File: src/rtl/etmrm_pkg.sv
// ---------------------------------------------------------------------------
// Echo trimmed-mean range mapper package
// Register indexes and fixed constants shared by the mapper.
// ---------------------------------------------------------------------------
package etmrm_pkg;

  typedef enum logic [1:0] {
    REG_MIN_IN  = 2'd0,
    REG_MAX_IN  = 2'd1,
    REG_MIN_OUT = 2'd2,
    REG_MAX_OUT = 2'd3
  } reg_idx_t;

  localparam logic [15:0] VALID_ABOVE = 16'd50;
  localparam logic [2:0]  FAIL_SAT    = 3'd4;
  localparam logic [2:0]  FAIL_LIMIT  = 3'd3;
  localparam logic [8:0]  CM_DIVISOR  = 9'd291;

endpackage

File: src/rtl/echo_trimmed_mean_range_mapper_unit.sv
// One request at a time: the next request is taken only after the result has
// been accepted with out_ready; SW = 16 + clog2(WINDOW+1).
// The shared restoring divider retires one bit a cycle: SW for the mean, 20 for the
// centimetres, 34 for the mapping. Reset clears ring, position, failure run; ranges 0..500.
// ---------------------------------------------------------------------------
// Echo trimmed-mean range mapper
// Filters echo widths by a ring mean, trimmed once full, converts to centimetres and
// maps linearly into a clamped output range, using bit-serial dividers.
// ---------------------------------------------------------------------------
module echo_trimmed_mean_range_mapper_unit #(
  parameter int WINDOW = 5
) (
  input  logic               clk,
  input  logic               rst_n,
  input  logic               in_valid,
  output logic               in_ready,
  input  logic [15:0]        in_echo_width_us,
  output logic               out_valid,
  input  logic               out_ready,
  output logic signed [15:0] out_mapped_value,
  output logic               out_available,
  input  logic               cfg_we,
  input  logic [1:0]         cfg_index,
  input  logic [15:0]        cfg_wdata
);
  import etmrm_pkg::*;

  localparam int PW = (WINDOW > 1) ? $clog2(WINDOW) : 1;
  localparam int SW = 16 + $clog2(WINDOW + 1);
  localparam int CW = $clog2(WINDOW + 1);
  localparam logic [PW-1:0] LAST_POS = PW'(WINDOW - 1);
  localparam logic [CW-1:0] FULL_CNT = CW'(WINDOW);

  typedef enum logic [2:0] {
    S_IDLE, S_SCAN, S_MEAN, S_CM, S_MAP, S_FIN, S_OUT
  } state_t;

  state_t state_r;
  logic [15:0] ring_r [WINDOW];
  logic [PW-1:0] pos_r, scan_r;
  logic [2:0] fail_r;
  logic signed [15:0] min_in_r, max_in_r, min_out_r, max_out_r;
  logic [15:0] width_r, lo_r, hi_r;
  logic [SW-1:0] sum_r;
  logic [CW-1:0] cnt_r;
  // Shared restoring divider: remainder, quotient/dividend shift, divisor.
  logic [33:0] rem_r;
  logic [33:0] quo_r;
  logic [33:0] dvs_r;
  logic [5:0]  bit_r;
  logic        neg_r;
  logic signed [15:0] res_r;
  logic avail_r;
  logic [15:0] cm_r;

  logic [15:0] s;
  logic [34:0] trial;
  logic signed [33:0] numer, den;
  logic signed [16:0] dnum;

  assign s     = ring_r[scan_r];
  assign trial = {rem_r, quo_r[33]} - {1'b0, dvs_r};
  assign in_ready = (state_r == S_IDLE);
  assign out_valid = (state_r == S_OUT);
  assign out_mapped_value = res_r;
  assign out_available = avail_r;
  assign dnum = 17'(max_in_r) - 17'(min_in_r);
  assign numer = (34'(signed'(cm_r)) - 34'(min_in_r)) *
                 (34'(max_out_r) - 34'(min_out_r));
  assign den = 34'(dnum);

  always_ff @(posedge clk) begin
    if (!rst_n) begin
      state_r <= S_IDLE;
      for (int i = 0; i < WINDOW; i++) ring_r[i] <= '0;
      pos_r <= '0; fail_r <= '0; scan_r <= '0;
      min_in_r <= 16'sd0; max_in_r <= 16'sd500;
      min_out_r <= 16'sd0; max_out_r <= 16'sd500;
    end else begin
      if (cfg_we) begin
        case (reg_idx_t'(cfg_index))
          REG_MIN_IN:  min_in_r  <= cfg_wdata;
          REG_MAX_IN:  max_in_r  <= cfg_wdata;
          REG_MIN_OUT: min_out_r <= cfg_wdata;
          REG_MAX_OUT: max_out_r <= cfg_wdata;
          default: ;
        endcase
      end
      case (state_r)
        S_IDLE: if (in_valid) begin
          width_r <= in_echo_width_us;
          if (in_echo_width_us > VALID_ABOVE) begin
            pos_r <= (pos_r == LAST_POS) ? '0 : pos_r + 1'b1;
            ring_r[(pos_r == LAST_POS) ? '0 : pos_r + 1'b1] <= in_echo_width_us;
            fail_r <= '0;
          end else if (fail_r < FAIL_SAT) begin
            fail_r <= fail_r + 1'b1;
          end
          scan_r <= '0; sum_r <= '0; cnt_r <= '0; lo_r <= '0; hi_r <= '0;
          state_r <= S_SCAN;
        end
        S_SCAN: begin
          if (s != 0) begin
            if (cnt_r == 0 || s < lo_r) lo_r <= s;
            if (s > hi_r) hi_r <= s;
            sum_r <= sum_r + SW'(s);
            cnt_r <= cnt_r + 1'b1;
          end
          if (scan_r == LAST_POS) state_r <= S_MEAN;
          else scan_r <= scan_r + 1'b1;
          bit_r <= '0;
        end
        S_MEAN: begin
          if (bit_r == 0) begin
            if (cnt_r == 0) begin
              quo_r <= 34'(width_r * 19'd5) << 14; bit_r <= '0;
              dvs_r <= 34'(CM_DIVISOR); rem_r <= '0;
              state_r <= S_CM;
            end else begin
              rem_r <= '0;
              if (cnt_r == FULL_CNT) begin
                quo_r <= 34'(sum_r - SW'(lo_r) - SW'(hi_r)) << (34 - SW);
                dvs_r <= 34'(cnt_r - CW'(2));
              end else begin
                quo_r <= 34'(sum_r) << (34 - SW);
                dvs_r <= 34'(cnt_r);
              end
              bit_r <= 6'd1;
            end
          end else begin
            if (!trial[34]) begin
              rem_r <= trial[33:0]; quo_r <= {quo_r[32:0], 1'b1};
            end else begin
              rem_r <= {rem_r[32:0], quo_r[33]}; quo_r <= {quo_r[32:0], 1'b0};
            end
            if (bit_r == 6'(SW)) begin
              state_r <= S_CM; bit_r <= 6'd63;
            end else bit_r <= bit_r + 1'b1;
          end
        end
        S_CM: begin
          if (bit_r == 6'd63) begin
            // Mean sits in the low bits of quo_r after the shift-in.
            quo_r <= 34'(quo_r[15:0] * 19'd5) << 14; rem_r <= '0;
            dvs_r <= 34'(CM_DIVISOR); bit_r <= '0;
          end else begin
            if (!trial[34]) begin
              rem_r <= trial[33:0]; quo_r <= {quo_r[32:0], 1'b1};
            end else begin
              rem_r <= {rem_r[32:0], quo_r[33]}; quo_r <= {quo_r[32:0], 1'b0};
            end
            if (bit_r == 6'd19) begin
              state_r <= S_MAP; bit_r <= 6'd63;
            end else bit_r <= bit_r + 1'b1;
          end
        end
        S_MAP: begin
          if (bit_r == 6'd63) begin
            cm_r <= quo_r[15:0];
            bit_r <= 6'd62;
          end else if (bit_r == 6'd62) begin
            neg_r <= numer[33] ^ den[33];
            quo_r <= numer[33] ? -numer : numer;
            dvs_r <= den[33] ? -den : den;
            rem_r <= '0; bit_r <= '0;
          end else begin
            if (!trial[34]) begin
              rem_r <= trial[33:0]; quo_r <= {quo_r[32:0], 1'b1};
            end else begin
              rem_r <= {rem_r[32:0], quo_r[33]}; quo_r <= {quo_r[32:0], 1'b0};
            end
            if (bit_r == 6'd33) state_r <= S_FIN;
            else bit_r <= bit_r + 1'b1;
          end
        end
        S_FIN: begin
          logic signed [34:0] v;
          logic signed [15:0] lo_b, hi_b;
          v = (dnum == 0) ? 35'(min_out_r)
              : (neg_r ? -$signed({1'b0, quo_r}) : $signed({1'b0, quo_r}))
                + 35'(min_out_r);
          lo_b = (min_out_r < max_out_r) ? min_out_r : max_out_r;
          hi_b = (min_out_r < max_out_r) ? max_out_r : min_out_r;
          if (fail_r > FAIL_LIMIT) begin
            res_r <= '0; avail_r <= 1'b0;
          end else begin
            avail_r <= 1'b1;
            if (v < 35'(lo_b)) res_r <= lo_b;
            else if (v > 35'(hi_b)) res_r <= hi_b;
            else res_r <= v[15:0];
          end
          state_r <= S_OUT;
        end
        S_OUT: if (out_ready) state_r <= S_IDLE;
        default: state_r <= S_IDLE;
      endcase
    end
  end

endmodule

File: config.mk
export PLATFORM = sky130hd
export DESIGN_NAME = echo_trimmed_mean_range_mapper_unit
export DESIGN_NICKNAME = d
export VERILOG_FILES = /design/src/rtl/etmrm_pkg.sv /design/src/rtl/echo_trimmed_mean_range_mapper_unit.sv
export SDC_FILE = /design/constraint.sdc
export NUM_CORES = 2
export LEC_CHECK = 0
export BUFFER_PORTS_ARGS = -buffer_cell sky130_fd_sc_hd__buf_2
export CORE_MARGIN = 8
export CORE_UTILIZATION = 55
export CTS_CLUSTER_SIZE = 10
export DETAILED_ROUTE_END_ITERATION = 7
export PLACE_DENSITY = 0.8
export SYNTH_ARGS = -nofsm -noshare
export SYNTH_HDL_FRONTEND = slang
export SYNTH_SLANG_ARGS = --single-unit
File: constraint.sdc
create_clock -name clk -period 12.15 [get_ports clk]
set_clock_uncertainty 0.15 [all_clocks]
set_input_delay 0 -clock clk [delete_from_list [all_inputs] [get_ports clk]]
set_output_delay 0 -clock clk [all_outputs]
set_load 0.02 [all_outputs]
Word-level counts from Yosys, hierarchy flattened. Memory sizes are Yosys's and may differ from the RTL's. A register that Yosys moved wholly into a read port is not among the register bits. Cells that the tools add are included.

Add/subtract/negate cells: 17. $mul: 3. Divide/modulo/power cells: 0. Magnitude comparators: 8. Equal/unequal tests: 34. Shifts and indexed selects: 0. Mux-type cells: 79. Bitwise operators: 2. Reductions and logical operators: 30.

Operators by type and width (number): $mux W34 (19); $pmux W34 S3 (3); $mux W16 (10); $mux W35 (2); $pmux W16 S2 (2); $mux W3 (20); $sub A16 B16 Y17 (3); $mul A16 B3 Y19 const B (2); $mux W19 (2); $pmux W19 S2 (1); $mux W6 (6); $add A35 B16 Y35 (1); $gt A35 B16 Y1 (1); $lt A35 B16 Y1 (1); $neg A34 Y35 (1); $sub A35 B34 Y35 (1); $mul A17 B17 Y34 (1); $neg A17 Y34 (1); $neg A34 Y34 (1); $logic_not A32 Y1 (1); $lt A16 B16 Y1 (2); $ne A2 B2 Y1 const B (14); $pmux W6 S4 (1); $pmux W3 S7 (1); 39 further kinds (76).

Register bits after elaboration: 288. Latch bits: 0. Memory bits (writable): 80. ROM bits: 0. Bits of input ports: 39. Output and inout bits: 19. Logic and storage cells: 195. Memories: 1.

Memories: ring_r (words 5, bits a word 16, rd ports 1, clocked after Yosys merged registers in 1, write ports 5, line echo_trimmed_mean_range_mapper_unit.sv:39) `logic [15:0] ring_r [WINDOW];`.

Depth between registers and ports, before layout.
Word-level depth: 8. Mapped depth: 42. Gate-level depth less buffers: 39.

Least setup slack after synthesis. Ideal clock, no wire load.

Path type: flip-flop to flip-flop. Start point: reg cm_r[0]. End point: reg quo_r[32] (data pin). Data arrival time: 9072 ps. Path slack: 2659 ps. Stages on the path, launching flop included: 40. Clock period less this slack: 9491 ps. Cell sequence: edfxtp_1 > inv_1 > ha_1 > inv_1 > fa_1 > a21o_1 > a21oi_1 > o21bai_1 > a21o_1 > a21oi_1 > o21ai_0 > o41ai_1 > o21bai_1 > a21oi_1 > xnor2_1 > clkbuf_1 > nand2_1 > fa_1 > [4 not listed] > inv_1 > fa_1 > fa_1 > inv_1 > fa_1 > inv_1 > ha_1 > a21oi_1 > o21ai_0 > a22oi_1 > o21ai_0 > nor4b_1 > o2bb2ai_1 > o21ai_1 > nor4b_2 > a41oi_1 > xnor2_1 > o21ai_0.

Longest elaborated chain between the ends: 7.

Ends and longest elaborated chain: start, declared (line echo_trimmed_mean_range_mapper_unit.sv:54) `logic [15:0] cm_r;`; start signal, assigned (line echo_trimmed_mean_range_mapper_unit.sv:159) `cm_r <= quo_r[15:0];`; $sub A16 B16 Y17 (*) (line echo_trimmed_mean_range_mapper_unit.sv:68) `assign numer = (34'(signed'(cm_r)) - 34'(min_in_r)) *`; $mul A17 B17 Y34 (*) (line echo_trimmed_mean_range_mapper_unit.sv:68); $neg A34 Y34 (line echo_trimmed_mean_range_mapper_unit.sv:163) `quo_r <= numer[33] ? -numer : numer;`; $mux W34 (*) (line echo_trimmed_mean_range_mapper_unit.sv:163); $mux W34 (*) (line echo_trimmed_mean_range_mapper_unit.sv:161) `end else if (bit_r == 6'd62) begin`; $mux W34 (*) (line echo_trimmed_mean_range_mapper_unit.sv:158) `if (bit_r == 6'd63) begin`; $pmux W34 S3 (*) (line echo_trimmed_mean_range_mapper_unit.sv:89) `case (state_r)`; end signal, assigned (line echo_trimmed_mean_range_mapper_unit.sv:163); end signal, assigned (line echo_trimmed_mean_range_mapper_unit.sv:168) `rem_r <= trial[33:0]; quo_r <= {quo_r[32:0], 1'b1};`; end signal, assigned (line echo_trimmed_mean_range_mapper_unit.sv:170) `rem_r <= {rem_r[32:0], quo_r[33]}; quo_r <= {quo_r[32:0], 1'b0};`; end, declared (line echo_trimmed_mean_range_mapper_unit.sv:48) `logic [33:0] quo_r;`.

Every way passes the cells marked *; elsewhere a longest branch is shown, timed or not. The select of a mux whose other input is x is not followed. A chain may end at the register's enable or synchronous reset.

Worst setup path in the final report. Ends and elaborated chain as after synthesis.

==> results.md <==
* Status: finished with violations
* Failing checks: DRC
* Crit path max fanout at 13
* # diodes at 0
* Drt pass-1 iters at 8
* Fin crit period at slightly above 10 ns
* Leading area contributor after synthesis: edfxtp_1
* CTS tree: built
* I/O pin cnt at 58
* Area after DPL at approximately 44000 um^2
* Max incr delay on CP at 0.74 ns
* Library cells used by synthesis at about 100
* Layout cells sized above 1 at approximately 6.4%
* Final setup viols at 0
* Cell area after layout at about 46000 um^2
* Grt met3 use at 3.52%
* Cells after synthesis at ~4.5k
* Initial core utilization at ~55%
* YS warnings at 0
* Setup TNS Final at 0 ns
* Clk Latency, worst-skew pair at 0.64 ns
* Max cap viols at 0
* Prevailing post-synth register cell: edfxtp_1
* Ys async rst share at 0%
* Post-Synth Adder-Cell Area at 27.1%
* Worst rel slew slack at 16.3%
* Synth top area share at 24.1%
* Root buffer cell: clkbuf_16
* First-iteration detailed-routing DRC count at around 3.1k
* RSZ-0062 raised after global routing: no
* Initial antenna violation count at 0
* Mapped Avg Cell Area at 9.42 um^2
* Std-Cell Rows at 102
* Grt ovf at 0
* Via count at between 30k and 40k
* Core area at between 70000 and 80000 um^2
* Die width at between 200 and 300 um
* Clk slew on worst S/H paths at about 0.06 ns
* Total wire length at between 100 and 150 mm
* WS Path Type: reg -> reg
* Slowest library cell on the worst path: o41ai_1
* Measured slew at the worst slew-check pin at ~1.3 ns
* Antenna viol nets, final at 0
* Largest net degree at the start of global routing at 69
* Setup crit end kind: flip-flop
* Post-detail-place hpwl at 87.7 mm
* Crit path DAT at 10.52 ns
* Required time of the critical path at roughly 12 ns
* Post-synthesis simple-gate area fraction at between 10% and 20%
* Final Hold Viols at 0
* Post-synthesis mux area share at 3.60%
* Dominant cells by area after synthesis: edfxtp_1, fa_1, ha_1
* Grt met2 use at 44.2%
* Pins over their slew limit at 0
* CP startpoint kind: flip-flop
* Net count after synthesis at about 5.3k
* Flops & latches, synth at ~420
* GR Util met1 at between 30% and 40%
* Period utilization at between 80% and 90%
* Synth Area in Compound Gates at between 10% and 20%
* FMAX at around 97 MHz
* Max Root-Sink Buffers at 3
* GP Congestion at between 0.9 and 1
* Xor/xnor share of the synthesized area at 5.67%
* Post-synthesis sequential area ratio at roughly 28%
* Total CTS buffers at 51
* Global Route Usage Sum at between 20% and 30%
* Clock sinks at 419
* Vias in the first global route at about 34k
* Vias/cell at ~6
* IO Port Bufs at 57
* Nets at roughly 5.3k
* Worst Hold Class: in -> reg
* Largest family of logic cells by synthesized area: adder cells
* Synth Cell Area at around 42000 um^2
* GR peak layer: met2
* Remaining DRCs at 1
* Die height at 294 um
* Die area at roughly 86000 um^2
* First-pass GRT wire length at 182 mm
* EDFF count, synth at 340
* Setup Fix Bufs, Post-CTS at 0
* Area Growth Syn to Fin at 8.30%
* Routed length per instance at 20.0 um
* Htree depth at 2
## repair_timing
item | in CTS | in global routing
hold endpoints to repair | 230 | 0
hold buffers | 43 | 0
gates resized for setup | 0 | 0
## stage by stage
step                      utilization (%)  worst slack (ns)  hold slack [ns]  instances
final                                59.7              1.80           0.0536       5653
after global routing                 59.7              1.04           0.0777       5653
after CTS                            59.7              1.84           0.0172       5653
after detailed placement             57.1              1.90            0.154       5517
after global placement               57.1              2.16            0.148       5517
after floorplan                         -              2.66          -0.0511       4503
## critical path, delay by kind of cell (launching register included)
kind | cells | cell delay, ns
adder cells (fa/ha/maj) | 9 | 3.91
AO/OA/AOI/OAI | 17 | 3.89
AND/OR/NAND/NOR | 3 | 0.89
buffers and inverters | 7 | 0.63
flip-flops | 1 | 0.37
XOR/XNOR | 1 | 0.19
## state kept, by name (all words and copies together) (netlist names), 19 cells and up, named ones only
name    flops
rem_r      34
sum_r      19
ring_r    128
dvs_r      34
quo_r      34
## layer usage
| metal | share of wire [%] | vias up |
|---|---|---|
| met2 | 48 | 1354 |
| met3 | 7.2 | 296 |
| li1 | - | 15800 |
| met4 | 4.4 | 0 |
| met1 | 41 | 16600 |
| met5 | 0 | - |
## Yosys cell counts (all sizes together), types with 88 or more instances
cell and number:
ha 407, a21o 108, edfxtp 340, fa 320, clkbuf 118, o21ai 211, nand3 88, xnor2 199
nand2 473, and2 119, inv 528, a21oi 232, nor2 355
## worst paths after layout
| check | start | endpoint | slack [ns] | cells past startpoint |
|---|---|---|---|---|
| worst max-delay path | cm_r[0]$_DFFE_PP_ | quo_r[32]$_DFFE_PP_ | 1.80 | 37 |
| worst min-delay path | in_echo_width_us[4] | ring_r[5][4]$_DFFE_PP_ | 0.05 | 2 |
| worst min register to register | min_in_r[6]$_SDFFE_PN0P_ | min_in_r[6]$_SDFFE_PN0P_ | 0.32 | 2 |
| worst max register to register | cm_r[0]$_DFFE_PP_ | quo_r[32]$_DFFE_PP_ | 1.80 | 37 |
## layout by cell type (no fill, tap or decap), drive strengths merged, types with 23 or more instances in the layout
cell type and instances:
nand2b 45, a211oi 28, a31oi 31, xor2 75, or3 23, nor3 73
ha 407, a21o 108, o21a 33, mux4 32, fa 320, clkbuf 85
buf 111, nor2b 56, nand3 88, a21oi 232, o21ai 211, nand2 473
inv 529, nor2 355, dlygate4sd3 43, nand4 35, a21boi 66, edfxtp 340
xnor2 199, dfxtp 79, and3 32, mux2i 66, o211ai 31, and2 119
## cell families after synthesis
family | after synthesis
XOR/XNOR | 274
flip-flops | 419
adder cells (fa/ha/maj) | 727
AO/OA/AOI/OAI | 920
AND/OR/NAND/NOR | 1387
multiplexers | 111
buffers and inverters | 665
## layout make-up
cell class                      count  area [um^2]
Sequential cell                   419        11800
Clock inverter                      8         92.6
Multi-Input combinational cell   3419        28200
Inverter                          528         1980
Tap cell                         1040         1300
Clock buffer                       85         1490
Timing Repair Buffer              154         1120
Fill cell                        6426        31000
Power is not shown: default switching activity piles up to over one toggle a cycle in this logic, so the estimate is an artifact.
